## config.mk

```make
export PLATFORM = sky130hd
export DESIGN_NAME = stepper_position_homing_controller_flat
export DESIGN_NICKNAME = d
export VERILOG_FILES = /design/src/hdl/spc_pkg.sv /design/src/hdl/spc_in_if.sv /design/src/hdl/spc_out_if.sv /design/src/hdl/stepper_position_homing_controller.sv /design/src/hdl/spc_cfg.sv /design/src/hdl/spc_core.sv /design/src/flat_wrapper.sv
export SDC_FILE = /design/constraint.sdc
export NUM_CORES = 1
export LEC_CHECK = 0
export BUFFER_PORTS_ARGS = -buffer_cell sky130_fd_sc_hd__buf_2
export CAP_MARGIN = 20
export CORE_ASPECT_RATIO = 0.8
export CORE_MARGIN = 2
export CORE_UTILIZATION = 60
export CTS_BUF_LIST = sky130_fd_sc_hd__clkbuf_16
export CTS_CLUSTER_SIZE = 16
export DETAILED_ROUTE_END_ITERATION = 10
export PLACE_DENSITY = 0.82
export REMOVE_ABC_BUFFERS = 1
export SLEW_MARGIN = 5
export SYNTH_ARGS = -nofsm -noshare
export SYNTH_HDL_FRONTEND = slang
export SYNTH_SLANG_ARGS = --single-unit
```

## constraint.sdc

```tcl
create_clock -name clk -period 10.8 [get_ports clk]
set_input_delay 1.08 -clock clk [delete_from_list [all_inputs] [get_ports clk]]
set_output_delay 1.08 -clock clk [all_outputs]
set_load 0.05 [all_outputs]
```

## src/hdl/spc_pkg.sv

```systemverilog
// Shared types and constants for the stepper position and homing controller.
// No dependencies.
`timescale 1ns / 1ps

package spc_pkg;

  localparam int FIELD_W     = 24;
  localparam int OPCODE_W    = 3;
  localparam int PRESCALE_W  = 10;
  localparam int PERIOD_W    = 16;
  localparam int PSEL_W      = 3;
  localparam int CFG_INDEX_W = 2;
  localparam int CFG_DATA_W  = 24;

  typedef enum logic [OPCODE_W-1:0] {
    OP_TICK     = 3'd0,
    OP_POLL     = 3'd1,
    OP_HOME     = 3'd2,
    OP_ZERO     = 3'd3,
    OP_SETPOINT = 3'd4
  } opcode_t;

  typedef enum logic [1:0] {
    HOME_TRACK = 2'd0,
    HOME_SEEK  = 2'd1,
    HOME_LEAVE = 2'd2
  } homing_t;

  typedef enum logic [CFG_INDEX_W-1:0] {
    CFG_SEEK_LOAD = 2'd0,
    CFG_PRESCALE  = 2'd1,
    CFG_COMPARE   = 2'd2
  } cfg_index_t;

  typedef struct packed {
    logic signed [FIELD_W-1:0] seek_load_pos;
    logic [PSEL_W-1:0]         prescale_sel;
    logic [PERIOD_W-1:0]       compare_val;
  } cfg_t;

  typedef struct packed {
    logic [OPCODE_W-1:0]       opcode;
    logic                      reference_switch;
    logic signed [FIELD_W-1:0] setpoint_value;
  } in_item_t;

  typedef struct packed {
    logic                      step_pulse;
    logic                      direction_level;
    logic                      moving_flag;
    logic                      busy_res;
    logic signed [FIELD_W-1:0] current_position;
    logic [1:0]                homing_phase;
  } out_item_t;

  function automatic logic [PRESCALE_W:0] prescale_divisor(input logic [PSEL_W-1:0] sel);
    logic [PRESCALE_W:0] div;
    case (sel)
      3'd0:    div = 11'd1;
      3'd1:    div = 11'd8;
      3'd2:    div = 11'd64;
      3'd3:    div = 11'd256;
      default: div = 11'd1024;
    endcase
    return div;
  endfunction

endpackage

```

## src/hdl/spc_in_if.sv

```systemverilog
// Command channel interface: valid/ready handshake with one command transaction.
// Depends on spc_pkg.
`timescale 1ns / 1ps

interface spc_in_if import spc_pkg::*; ();
  logic                      valid;
  logic                      ready;
  logic [OPCODE_W-1:0]       opcode;
  logic                      reference_switch;
  logic signed [FIELD_W-1:0] setpoint_value;

  modport source (output valid, output opcode, output reference_switch,
                  output setpoint_value, input ready);
  modport sink (input valid, input opcode, input reference_switch,
                input setpoint_value, output ready);
endinterface

```

## src/hdl/spc_out_if.sv

```systemverilog
// Result channel interface: valid/ready handshake with one status transaction.
// Depends on spc_pkg.
`timescale 1ns / 1ps

interface spc_out_if import spc_pkg::*; ();
  logic                      valid;
  logic                      ready;
  logic                      step_pulse;
  logic                      direction_level;
  logic                      moving_flag;
  logic                      busy_res;
  logic signed [FIELD_W-1:0] current_position;
  logic [1:0]                homing_phase;

  modport source (output valid, output step_pulse, output direction_level,
                  output moving_flag, output busy_res, output current_position,
                  output homing_phase, input ready);
  modport sink (input valid, input step_pulse, input direction_level,
                input moving_flag, input busy_res, input current_position,
                input homing_phase, output ready);
endinterface

```

## src/hdl/stepper_position_homing_controller.sv

```systemverilog
// Top level of the step/direction stepper controller with reference-switch homing.
// Depends on spc_pkg, spc_in_if, spc_out_if, spc_cfg and spc_core.
`timescale 1ns / 1ps

// Takes one command transaction per clock unless the result channel stalls
// and returns exactly one status transaction for each, in order. A command
// is registered on acceptance, the controller state and the status are
// computed from it combinationally, and the status is held in an output
// register until taken; throughput is one transaction per cycle, given by
// the state update between the input and output registers. Back-pressure
// on the result channel stalls the input only once both registers hold a
// transaction. Configuration writes take effect on the next clock and are
// expected while no command is in flight. POSITION_BITS sets the internal
// position counter width; the position wraps at that width and is reported
// sign-extended or truncated to 24 bits.
module stepper_position_homing_controller import spc_pkg::*; #(
  parameter int POSITION_BITS = 24
) (
  input  logic                   clk,
  input  logic                   rst_n,
  spc_in_if.sink                 in_ch,
  spc_out_if.source              out_ch,
  input  logic                   cfg_wr_en,
  input  logic [CFG_INDEX_W-1:0] cfg_index,
  input  logic [CFG_DATA_W-1:0]  cfg_data
);

  cfg_t      cfg;
  in_item_t  in_item_r;
  logic      in_valid_r;
  out_item_t result;
  out_item_t out_item_r;
  logic      out_valid_r;
  logic      advance;
  logic      in_ready;

  assign advance  = in_valid_r && (!out_valid_r || out_ch.ready);
  assign in_ready = !in_valid_r || advance;

  spc_cfg u_cfg (
    .clk      (clk),
    .rst_n    (rst_n),
    .wr_en    (cfg_wr_en),
    .wr_index (cfg_index),
    .wr_data  (cfg_data),
    .cfg      (cfg)
  );

  spc_core #(
    .POSITION_BITS (POSITION_BITS)
  ) u_core (
    .clk    (clk),
    .rst_n  (rst_n),
    .commit (advance),
    .item   (in_item_r),
    .cfg    (cfg),
    .result (result)
  );

  always_ff @(posedge clk) begin
    if (!rst_n) begin
      in_valid_r <= 1'b0;
    end else if (in_ready) begin
      in_valid_r <= in_ch.valid;
    end
  end

  always_ff @(posedge clk) begin
    if (in_ready && in_ch.valid) begin
      in_item_r.opcode           <= in_ch.opcode;
      in_item_r.reference_switch <= in_ch.reference_switch;
      in_item_r.setpoint_value   <= in_ch.setpoint_value;
    end
  end

  always_ff @(posedge clk) begin
    if (!rst_n) begin
      out_valid_r <= 1'b0;
    end else if (advance) begin
      out_valid_r <= 1'b1;
    end else if (out_ch.ready) begin
      out_valid_r <= 1'b0;
    end
  end

  always_ff @(posedge clk) begin
    if (advance) begin
      out_item_r <= result;
    end
  end

  assign in_ch.ready             = in_ready;
  assign out_ch.valid            = out_valid_r;
  assign out_ch.step_pulse       = out_item_r.step_pulse;
  assign out_ch.direction_level  = out_item_r.direction_level;
  assign out_ch.moving_flag      = out_item_r.moving_flag;
  assign out_ch.busy_res         = out_item_r.busy_res;
  assign out_ch.current_position = out_item_r.current_position;
  assign out_ch.homing_phase     = out_item_r.homing_phase;

endmodule

```

## src/hdl/spc_cfg.sv

```systemverilog
// Configuration register file: home offset, prescaler select, step compare value.
// Depends on spc_pkg.
`timescale 1ns / 1ps

module spc_cfg import spc_pkg::*; (
  input  logic                   clk,
  input  logic                   rst_n,
  input  logic                   wr_en,
  input  logic [CFG_INDEX_W-1:0] wr_index,
  input  logic [CFG_DATA_W-1:0]  wr_data,
  output cfg_t                   cfg
);

  cfg_t cfg_r;

  always_ff @(posedge clk) begin
    if (!rst_n) begin
      cfg_r.seek_load_pos <= '0;
      cfg_r.prescale_sel  <= '0;
      cfg_r.compare_val   <= '1;
    end else if (wr_en) begin
      unique case (cfg_index_t'(wr_index))
        CFG_SEEK_LOAD: cfg_r.seek_load_pos <= wr_data[FIELD_W-1:0];
        CFG_PRESCALE:  cfg_r.prescale_sel  <= wr_data[PSEL_W-1:0];
        CFG_COMPARE:   cfg_r.compare_val   <= wr_data[PERIOD_W-1:0];
        default: begin
        end
      endcase
    end
  end

  assign cfg = cfg_r;

endmodule

```

## src/hdl/spc_core.sv

```systemverilog
// Controller state and next-state logic: step timer, homing and tracking rules.
// Depends on spc_pkg; driven by spc_cfg and the input stage of the top level.
`timescale 1ns / 1ps

module spc_core import spc_pkg::*; #(
  parameter int POSITION_BITS = 24
) (
  input  logic      clk,
  input  logic      rst_n,
  input  logic      commit,
  input  in_item_t  item,
  input  cfg_t      cfg,
  output out_item_t result
);

  logic signed [POSITION_BITS-1:0] pos_r, pos_nxt;
  logic signed [POSITION_BITS-1:0] tgt_r, tgt_nxt;
  logic                            motion_r, motion_nxt;
  logic                            dir_r, dir_nxt;
  homing_t                         home_r, home_nxt;
  logic [PRESCALE_W-1:0]           pre_r, pre_nxt;
  logic [PERIOD_W-1:0]             per_r, per_nxt;

  logic                            step;
  logic                            busy;
  logic                            start_req;
  logic                            start_up;
  logic [PRESCALE_W:0]             div;
  logic [PERIOD_W-1:0]             cmp;
  logic                            tracking;
  logic signed [POSITION_BITS-1:0] home_pos;
  logic signed [POSITION_BITS-1:0] set_pos;

  assign div      = prescale_divisor(cfg.prescale_sel);
  assign cmp      = (cfg.compare_val == '0) ? PERIOD_W'(1) : cfg.compare_val;
  assign tracking = (home_r != HOME_SEEK) && (home_r != HOME_LEAVE);
  assign home_pos = POSITION_BITS'(cfg.seek_load_pos);
  assign set_pos  = POSITION_BITS'(item.setpoint_value);

  always_comb begin
    pos_nxt    = pos_r;
    tgt_nxt    = tgt_r;
    motion_nxt = motion_r;
    dir_nxt    = dir_r;
    home_nxt   = home_r;
    pre_nxt    = pre_r;
    per_nxt    = per_r;
    step       = 1'b0;
    busy       = 1'b0;
    start_req  = 1'b0;
    start_up   = 1'b0;

    case (opcode_t'(item.opcode))
      OP_TICK: begin
        if (motion_r) begin
          if (({1'b0, pre_r} + 11'd1) < div) begin
            pre_nxt = pre_r + PRESCALE_W'(1);
          end else begin
            pre_nxt = '0;
            if (({1'b0, per_r} + 17'd1) < {1'b0, cmp}) begin
              per_nxt = per_r + PERIOD_W'(1);
            end else begin
              per_nxt = '0;
              if (tracking && (pos_r == tgt_r)) begin
                motion_nxt = 1'b0;
              end else begin
                step    = 1'b1;
                pos_nxt = dir_r ? pos_r + POSITION_BITS'(1) : pos_r - POSITION_BITS'(1);
              end
            end
          end
        end
      end
      OP_POLL: begin
        case (home_r)
          HOME_SEEK: begin
            if (item.reference_switch) begin
              motion_nxt = 1'b0;
              home_nxt   = HOME_TRACK;
              pos_nxt    = home_pos;
              tgt_nxt    = '0;
              busy       = (home_pos != '0);
            end else begin
              start_req = 1'b1;
              start_up  = 1'b0;
              busy      = 1'b1;
            end
          end
          HOME_LEAVE: begin
            if (item.reference_switch) begin
              start_req = 1'b1;
              start_up  = 1'b1;
            end else begin
              motion_nxt = 1'b0;
              home_nxt   = HOME_SEEK;
            end
            busy = 1'b1;
          end
          default: begin
            if (pos_r != tgt_r) begin
              start_req = 1'b1;
              start_up  = (pos_r < tgt_r);
              busy      = 1'b1;
            end else begin
              motion_nxt = 1'b0;
            end
          end
        endcase
      end
      OP_HOME: begin
        home_nxt = item.reference_switch ? HOME_LEAVE : HOME_SEEK;
      end
      OP_ZERO: begin
        pos_nxt = '0;
        tgt_nxt = '0;
      end
      OP_SETPOINT: begin
        tgt_nxt = set_pos;
        dir_nxt = (pos_r < set_pos);
      end
      default: begin
      end
    endcase

    if (start_req) begin
      dir_nxt = start_up;
      if (!motion_r) begin
        motion_nxt = 1'b1;
        pre_nxt    = '0;
        per_nxt    = '0;
      end
    end
  end

  always_ff @(posedge clk) begin
    if (!rst_n) begin
      pos_r    <= '0;
      tgt_r    <= '0;
      motion_r <= 1'b0;
      dir_r    <= 1'b0;
      home_r   <= HOME_TRACK;
      pre_r    <= '0;
      per_r    <= '0;
    end else if (commit) begin
      pos_r    <= pos_nxt;
      tgt_r    <= tgt_nxt;
      motion_r <= motion_nxt;
      dir_r    <= dir_nxt;
      home_r   <= home_nxt;
      pre_r    <= pre_nxt;
      per_r    <= per_nxt;
    end
  end

  always_comb begin
    result.step_pulse       = step;
    result.direction_level  = dir_nxt;
    result.moving_flag      = motion_nxt;
    result.busy_res         = busy;
    result.current_position = FIELD_W'(pos_nxt);
    result.homing_phase     = home_nxt;
  end

endmodule

```

## src/flat_wrapper.sv

```systemverilog
// flat-port wrapper written by rule: the top's interface ports become plain ports
module stepper_position_homing_controller_flat import spc_pkg::*;
#(
  parameter int POSITION_BITS = 24
)
  (clk, rst_n, cfg_wr_en, cfg_index, cfg_data, in_ch_valid, in_ch_opcode, in_ch_reference_switch, in_ch_setpoint_value, in_ch_ready, out_ch_valid, out_ch_step_pulse, out_ch_direction_level, out_ch_moving_flag, out_ch_busy_res, out_ch_current_position, out_ch_homing_phase, out_ch_ready);
  spc_in_if in_ch_i ();
  spc_out_if out_ch_i ();
  input  logic clk;
  input  logic rst_n;
  input  logic cfg_wr_en;
  input  logic [CFG_INDEX_W-1:0] cfg_index;
  input  logic [CFG_DATA_W-1:0] cfg_data;
  input wire logic [$bits(in_ch_i.valid)-1:0] in_ch_valid;
  input wire logic [$bits(in_ch_i.opcode)-1:0] in_ch_opcode;
  input wire logic [$bits(in_ch_i.reference_switch)-1:0] in_ch_reference_switch;
  input wire logic [$bits(in_ch_i.setpoint_value)-1:0] in_ch_setpoint_value;
  output wire logic [$bits(in_ch_i.ready)-1:0] in_ch_ready;
  output wire logic [$bits(out_ch_i.valid)-1:0] out_ch_valid;
  output wire logic [$bits(out_ch_i.step_pulse)-1:0] out_ch_step_pulse;
  output wire logic [$bits(out_ch_i.direction_level)-1:0] out_ch_direction_level;
  output wire logic [$bits(out_ch_i.moving_flag)-1:0] out_ch_moving_flag;
  output wire logic [$bits(out_ch_i.busy_res)-1:0] out_ch_busy_res;
  output wire logic [$bits(out_ch_i.current_position)-1:0] out_ch_current_position;
  output wire logic [$bits(out_ch_i.homing_phase)-1:0] out_ch_homing_phase;
  input wire logic [$bits(out_ch_i.ready)-1:0] out_ch_ready;
  assign in_ch_i.valid = in_ch_valid;
  assign in_ch_i.opcode = in_ch_opcode;
  assign in_ch_i.reference_switch = in_ch_reference_switch;
  assign in_ch_i.setpoint_value = in_ch_setpoint_value;
  assign in_ch_ready = in_ch_i.ready;
  assign out_ch_valid = out_ch_i.valid;
  assign out_ch_step_pulse = out_ch_i.step_pulse;
  assign out_ch_direction_level = out_ch_i.direction_level;
  assign out_ch_moving_flag = out_ch_i.moving_flag;
  assign out_ch_busy_res = out_ch_i.busy_res;
  assign out_ch_current_position = out_ch_i.current_position;
  assign out_ch_homing_phase = out_ch_i.homing_phase;
  assign out_ch_i.ready = out_ch_ready;
  stepper_position_homing_controller #(.POSITION_BITS(POSITION_BITS)) u_core (.clk(clk), .rst_n(rst_n), .in_ch(in_ch_i), .out_ch(out_ch_i), .cfg_wr_en(cfg_wr_en), .cfg_index(cfg_index), .cfg_data(cfg_data));
endmodule
```

**Yosys cells after proc, flatten, opt, wreduce, memory -nomap -nowiden**

Index checks and enable logic that the tools add are counted.
W data, S select, Z words.

- Register bits: 181
- Input bits: 59
- Output and inout bits: 32
- Logic and storage cells: 124

- $add $sub $neg: 6
- $lt $le $gt $ge: 4
- Equality and inequality tests: 17
- Muxes and demuxes: 54
- Bitwise logic cells: 2
- Reduce and logical (&&, ||, !) cells: 20

Operator list:

| kind | count |
|---|---|
| $mux W24 | 9 |
| $pmux W24 S3 | 2 |
| $mux W16 | 7 |
| $mux W10 | 5 |
| $lt A24 B24 Y1 | 2 |
| $pmux W11 S4 | 1 |
| $add A24 B2 Y24 const B | 1 |
| $eq A24 B24 Y1 | 1 |
| $ne A24 B24 Y1 | 1 |
| $reduce_bool A24 Y1 | 1 |
| $sub A24 B2 Y24 const B | 1 |
| $mux W1 | 20 |
| $add A16 B1 Y17 const B | 1 |
| $lt A17 B16 Y1 | 1 |
| $add A16 B1 Y16 const B | 1 |
| $logic_not A16 Y1 | 1 |
| $eq A3 B2 Y1 const B | 4 |
| $add A10 B1 Y11 const B | 1 |
| $lt A11 B11 Y1 | 1 |
| $add A10 B1 Y10 const B | 1 |
| $pmux W1 S2 | 5 |
| $pmux W2 S2 | 2 |
| $eq A3 B1 Y1 const B | 2 |
| $logic_not A3 Y1 | 2 |
| 16 further kinds | 30 |

**Logic depth before layout (Yosys ltp)**

Gate-level depths: netlist of the first run.

- Depth in word-level cells: 10
- Mapped depth: 21
- Depth with buffers taken out: 17

**Cells and area by module**

A second synthesis of the first run with hierarchy kept.

- Cell total of the unflattened synthesis: 1220
- Area, all modules: 10958.0 sq um

Modules (own cells, without submodules):

| module | times used | cells an instance | area an instance (sq um) | seq. area each (sq um) |
|---|---|---|---|---|
| spc_core | 1 | 964 | 7240.7 | 1561.5 |
| spc_cfg | 1 | 189 | 1871.8 | 860.8 |
| stepper_position_homing_controller | 1 | 67 | 1845.5 | 1781.7 |

**Least setup slack after synthesis of the first run**

OpenSTA, ideal clock, no wires.

- Path kind: register to register
- Start: reg u_core.u_core.per_r[2]
- End: reg u_core.out_item_r (netlist bit u_core.out_ch.current_position[13]) (data pin)
- Setup time: 0.265 ns
- Arrival time: 3.563 ns
- Data required time: 10.535 ns
- Setup slack: 6.972 ns
- Cell stages (with the launch flop): 19
- Path buffers: 3
- Period minus slack after synthesis: 3.828 ns
- Path through: dfxtp_1 and3_1 and3_1 clkbuf_1 nand2_1 nor2_1 nand3_1 nor2_1 xor2_1 ha_1 nand3_1 o21ai_0 o211ai_4 or2_1 buf_6 a21o_1 buf_6 a222oi_1 inv_1

RTL lines:

| what | line | source |
|---|---|---|
| start: declaration | spc_core.sv:22 | `logic [PERIOD_W-1:0] per_r, per_nxt;` |
| start signal: assignment | spc_core.sv:151 | `per_r <= per_nxt;` |
| end signal: assignment | stepper_position_homing_controller.sv:88 | `out_item_r <= result;` |
| end: declaration | stepper_position_homing_controller.sv:32 | `out_item_t out_item_r;` |

==> qor.yml, run 1 <==
finish:
  synthToLayoutAreaGrowth_pct: 11.08
  nFillCells: 1307
  final_cell_mix: "123 x dfxtp_1, 122 x nand2_1, 115 x a21oi_1"
  nets: 1398
  seq_area_sq_um: 4204
  finalInstanceArea_sq_um: 11520
  drive_above_1_share_pct: 11.36
  antennaDiodeCount: 0
  layout_commonest_cell: "dfxtp_1"
  multiInputGateArea_sq_um: 5643
critical_path:
  crit_chain: "ha_1 > and3_4 > nand3_4 > nor2_1 > nand3_1 > xnor2_1 > ha_1 > a21o_1 > a21oi_1 > o21ai_0 > o211ai_4 > or2_1 > nor2_1 > a222oi_1 > inv_1"
  crit_family: "simple AND/OR/NAND/NOR gates"
  path_class: "register to register"
  r2r-start: "u_core.u_core.per_r[0]"
  r2r_cells: 15
  cp.required_ns: 10.98
  reg2reg_to: "u_core.out_ch.current_position[13]"
  critPathBufInv: 1
  worstSetupStartpointType: "register"
  cp-endpoint: "u_core.out_ch.current_position[13]"
  startpoint: "u_core.u_core.per_r[0]"
  slowest_delay_ns: 0.81
  r2r_slack_ns: 6.03
  cp_slowest_cell: "or2_1"
  arrival_ns: 4.96
  path_max_fanout: 28
  cp-end-kind: "register"
  cp.depth: 15
synthesis:
  postSynthAreaPerCell_sq_um: 8.803
  yosysTopAreaCell: "dfxtp_1"
  synth_edf_count: 58
  ys_types: 73
  synth-main-ff-cell: "dfxtp_1"
  synthTopCellsByArea: "dfxtp_1 24%, edfxtp_1 17%, ha_1 11%, a21oi_1 5.6%, nand2_1 4.4%"
  syn_area_sq_um: 10370
  synth_top_area_share_pct: 23.75
  yosysWarnings: 0
  ys_seq_area_share_pct: 40.54
  ys_seq_elements: 181
  synth_cells: 1178
  async_reset_ff_share_pct: 0
outcome:
  status: "complete, no violations"
clock_tree:
  cts_made_buffers: 17
  ctsHoldBuffers: 0
  cts_root_buf: "clkbuf_16"
  postCtsSetupBuffers: 0
  worstSkewPairLatency_ns: 0.44
  path_clk_slew_ns: 0.07
  clk_path_buf_depth: 2
  ctsHtreeMaxLevel: 4
  tritoncts: "yes"
  cts.sinks: 181
  cts_resized: 0
sta:
  rsz0062_at_grt: "no"
  hold_viol: 0
  fmax_mhz: 209.4
  worst_pin_slew_ns: 1.042
  finalSetupTns_ns: 0
  final.period_utilization_pct: 44.21
  slew_headroom_pct: 30.54
  min_period_ns: 4.775
  setup_viol: 0
  fin_worst_skew_ns: 0.01122
  drv_slew: 0
floorplanning:
  ios: 91
  core_sq_um: 16710
  initial_core_util_pct: 62.05
  die_h_um: 121.6
  rows: 42
  dieArea_sq_um: 18360
  die_w_um: 151.0
power_and_ir_drop:
  p_total_uw: 1538
  ir_worst_vdd_mv: 0.09745
  p_per_area_nw_per_um2: 133.5
  p_leak_uw: 0.004991
place:
  place_area_sq_um: 10960
  dp_hpwl_um: 19310
  portBuffers: 90
  gp_congestion: 1.003
flow_run:
  cap_viol_max_count: 0
routing:
  drtPass1Iterations: 6
  initialDrtViolationCount: 1022
  ant_nets: 0
  routedWlPerCell_um: 18.46
  vias_per_cell: 6.273
  drc_errors: 0
  wl_um: 27300
  num_vias: 9278
global_routing:
  grt_usage_pct: 30.45
  grt_antenna_before_repair: 0
  grt_pass1_wl_um: 43300
  overflow: 0
  grt_start_max_net_pins: 66
  grt_pass1_vias: 8448
min_path:
  hp-class: "register to register"
  min_path_cells: 2
## per-layer routing
metal | GRT usage [%] | part of all wire [%] | vias to the layer above
met4 | 8.528 | 2.3 | 0
li1 | - | - | 4417
met2 | 46.48 | 44 | 495
met5 | 0 | 0 | -
met1 | 42.95 | 43 | 4307
met3 | 8.052 | 11 | 59
## cell type report
class / instances / share of cell area, %
well taps: 220 / 2.390
inverters: 86 / 2.803
repair buffers: 99 / 4.497
clock buffers: 19 / 4.128
clock inverters: 13 / 0.6952
flip-flops and latches: 181 / 36.50
multi-input cells: 861 / 48.99
## cells in the mapped netlist, types with 20 or more instances
library cell / n
a21o_1: 26
a21oi_1: 115
a22oi_1: 44
clkbuf_1: 45
dfxtp_1: 123
edfxtp_1: 58
ha_1: 92
inv_1: 84
nand2_1: 122
nand3_1: 26
nor2_1: 97
nor3_1: 26
o211ai_1: 20
o21ai_0: 60
xnor2_1: 23
## kinds of logic after synthesis
logic type	Yosys count	share of synthesized area, %
xor+xnor	42	3.547
flops	181	40.54
simple gates	371	16.99
compound gates	349	21.95
mux	6	0.5792
buf+inv	136	5.104
fa+ha+maj	93	11.29
## report_power, final
group,switching [uW],internal (uW)
logic,134,73.3
clock network,265,320
registers,19.8,726
total,419,1120
## through the flow
stage	cells	hold WS (ns)	setup slack [ns]	util, %
after global routing	1479	0.4958	5.650	68.93
after CTS	1479	0.4846	6.117	68.92
final	1479	0.4851	6.025	68.93
after global placement	1447	0.4634	6.444	65.60
after floorplan	1128	0.4485	6.433	-
after detailed placement	1447	0.4750	6.224	65.60
## worst register-to-register path, stage by stage, from the launching register on
cell and delay [ns]:
dfxtp_1 0.44, ha_1 0.27, and3_4 0.25, nand3_4 0.12, nor2_1 0.29, nand3_1 0.14
xnor2_1 0.24, ha_1 0.28, a21o_1 0.16, a21oi_1 0.15, o21ai_0 0.24, o211ai_4 0.32
or2_1 0.81, nor2_1 0.34, a222oi_1 0.41, inv_1 0.08
## state kept, by name (all words and copies together), names as in the netlist, 2 cells and up
signal                          cells
u_core.in_item_r                   28
u_core.u_core.pos_r                24
u_core.u_core.pre_r                10
u_core.u_core.per_r                16
u_core.u_cfg.cfg                   43
u_core.out_ch.current_position     24
u_core.u_core.tgt_r                24
u_core.u_core.home_r                2
u_core.out_ch.homing_phase          2
## worst min path at each step
stage / endpoint / slack [ns] / from
after floorplan: u_core.u_cfg.cfg[27] / 0.45 / u_core.u_cfg.cfg[27]
after global placement: u_core.u_cfg.cfg[41] / 0.46 / u_core.u_cfg.cfg[41]
after detailed placement: u_core.u_cfg.cfg[41] / 0.48 / u_core.u_cfg.cfg[41]
after CTS: u_core.u_cfg.cfg[41] / 0.48 / u_core.u_cfg.cfg[41]
after global routing: u_core.u_cfg.cfg[29] / 0.50 / u_core.u_cfg.cfg[29]
final: u_core.u_cfg.cfg[41] / 0.49 / u_core.u_cfg.cfg[41]
Power figures use the tool's default switching activity.
==> run 2, diff against run 1 <==
--- a/config.mk
+++ b/config.mk
@@ -9,11 +9,11 @@
 export CAP_MARGIN = 20
 export CORE_ASPECT_RATIO = 0.8
 export CORE_MARGIN = 2
-export CORE_UTILIZATION = 60
+export CORE_UTILIZATION = 55
 export CTS_BUF_LIST = sky130_fd_sc_hd__clkbuf_16
 export CTS_CLUSTER_SIZE = 16
 export DETAILED_ROUTE_END_ITERATION = 10
-export PLACE_DENSITY = 0.82
+export PLACE_DENSITY = 0.79
 export REMOVE_ABC_BUFFERS = 1
 export SLEW_MARGIN = 5
 export SYNTH_ARGS = -nofsm -noshare
==> constraint.sdc (replaced) <==
create_clock -name clk -period 4.35 [get_ports clk]
set_input_delay 0.435 -clock clk [delete_from_list [all_inputs] [get_ports clk]]
set_output_delay 0.435 -clock clk [all_outputs]
set_load 0.05 [all_outputs]
==> qor.yml, run 2 (same netlist as run 1, synthesis figures left out) <==
clock_tree:
  cts_root_buf: "clkbuf_16"
  tritoncts: "yes"
  cts.sinks: 181
  ctsHtreeMaxLevel: 4
  clk_path_buf_depth: 2
  worstSkewPairLatency_ns: 0.44
  path_clk_slew_ns: 0.08
  cts_made_buffers: 17
  ctsHoldBuffers: 0
power_and_ir_drop:
  p_per_area_nw_per_um2: 346.7
  p_leak_uw: 0.005064
  p_total_uw: 4067
  ir_worst_vdd_mv: 0.2369
flow_run:
  cap_viol_max_count: 0
finish:
  multiInputGateArea_sq_um: 5647
  synthToLayoutAreaGrowth_pct: 13.10
  largest_reg_flops: 43
  final_cell_mix: "123 x dfxtp_1, 122 x nand2_1, 115 x a21oi_1"
  finalInstanceArea_sq_um: 11730
  drive_above_1_share_pct: 12.38
  layout_commonest_cell: "dfxtp_1"
  nets: 1407
  nFillCells: 1503
  seq_area_sq_um: 4204
  antennaDiodeCount: 0
global_routing:
  overflow: 0
  grt_antenna_before_repair: 0
  grt_usage_pct: 27.77
  grt_start_max_net_pins: 40
  grt_pass1_wl_um: 43370
  grt_pass1_vias: 8324
floorplanning:
  die_w_um: 157.5
  core_sq_um: 18330
  ios: 91
  rows: 44
  initial_core_util_pct: 56.57
  dieArea_sq_um: 19980
  die_h_um: 126.8
critical_path:
  r2r-start: "u_core.u_core.per_r[0]"
  startpoint: "u_core.u_core.per_r[0]"
  path_max_fanout: 12
  slowest_delay_ns: 0.44
  crit_chain: "and3_1 > and3_2 > nand2_1 > nor2_1 > nand3_1 > nor2_1 > xor2_1 > ha_1 > nand3_1 > nor2_1 > o21ai_0 > o21ai_2 > o211ai_4 > or2_1 > a21o_2 > a222oi_1 > buf_4 > inv_1"
  worstSetupStartpointType: "register"
  r2r_slack_ns: 0.22
  path_class: "register to register"
  cp_common_cell: "nor2_1"
  reg2reg_to: "u_core.out_ch.current_position[13]"
  cp_slowest_cell: "dfxtp_1"
  r2r_cells: 18
  cp.required_ns: 4.55
  cp-endpoint: "u_core.out_ch.current_position[13]"
  arrival_ns: 4.33
  cp-end-kind: "register"
sta:
  hold_slack_ns: 0.1673
  worst_pin_slew_ns: 1.001
  fin_worst_skew_ns: 0.01567
  slew_headroom_pct: 33.28
  drv_slew: 0
  min_period_ns: 4.131
  setup_viol: 0
  hold_viol: 0
  final.period_utilization_pct: 94.98
  setup_slack_ns: 0.2186
  fmax_mhz: 242.0
  finalSetupTns_ns: 0
routing:
  initialDrtViolationCount: 924
  drtPass1Iterations: 6
  ant_nets: 0
  drc_errors: 0
  routedWlPerCell_um: 17.92
  num_vias: 9096
  vias_per_cell: 5.980
  wl_um: 27260
place:
  place_area_sq_um: 11060
  dp_slack_ns: 0.2242
  dp_hpwl_um: 19490
  portBuffers: 90
  gp_congestion: 0.9442
min_path:
  hp-class: "input port to register"
outcome:
  status: "complete, no violations"
## run 2: critical path, delay by kind of cell (launching register included)
kind                     cells  cell delay [ns]
AO/OA/AOI/OAI                5             1.20
XOR/XNOR                     1             0.10
adder cells (fa/ha/maj)      1             0.30
buffers and inverters        2             0.23
flip-flops                   1             0.44
AND/OR/NAND/NOR              9             1.63
## run 2: worst min path at each step
stage / to / start / cells past startpoint
6_report: u_core.in_item_r[17] / in_ch_setpoint_value[17] / 1
5_1_grt: u_core.in_item_r[17] / in_ch_setpoint_value[17] / 1
3_5_place_dp: u_core.u_cfg.cfg[41] / u_core.u_cfg.cfg[41] / 2
4_1_cts: u_core.in_item_r[17] / in_ch_setpoint_value[17] / 1
2_1_floorplan: u_core.u_cfg.cfg[27] / u_core.u_cfg.cfg[27] / 2
3_3_place_gp: u_core.u_cfg.cfg[38] / u_core.u_cfg.cfg[38] / 2
## run 2: through the flow
step,utilization (%),cells
global route,63.98,1521
finish,63.98,1521
detailed placement,60.31,1487
global placement,60.31,1487
floorplan,-,1128
CTS,63.83,1519
## run 2: layout make-up
class                      count  share of cell area, %
multi-input combinational    861                  48.14
sequential                   181                  35.84
timing repair buffer         108                  5.057
clock buffer                  17                  3.627
inverter                      86                  2.752
tap                          253                  2.699
clock inverter                15                  1.878
## run 2: report_power, final
group	total (uW)	internal [uW]	leakage, uW	switching [uW]
clock	1700	982	0.000317	719
sequential	1850	1800	0.00156	49.9
combinational	516	188	0.00319	328
total	4070	2970	0.00506	1100
## run 2: layer usage
metal	share of wire, %	routed length [um]	global-route usage, %	up-vias
met5	0	0	0	-
met4	1.4	375	6.417	0
met3	10	2793	7.277	33
met2	43	11600	41.05	382
met1	46	12490	40.71	4239
li1	-	-	-	4442
## run 2: what timing repair did
action	4_1_cts	5_1_grt
setup endpoints to repair	0	12
gates resized for setup	0	4
buffers inserted	0	1
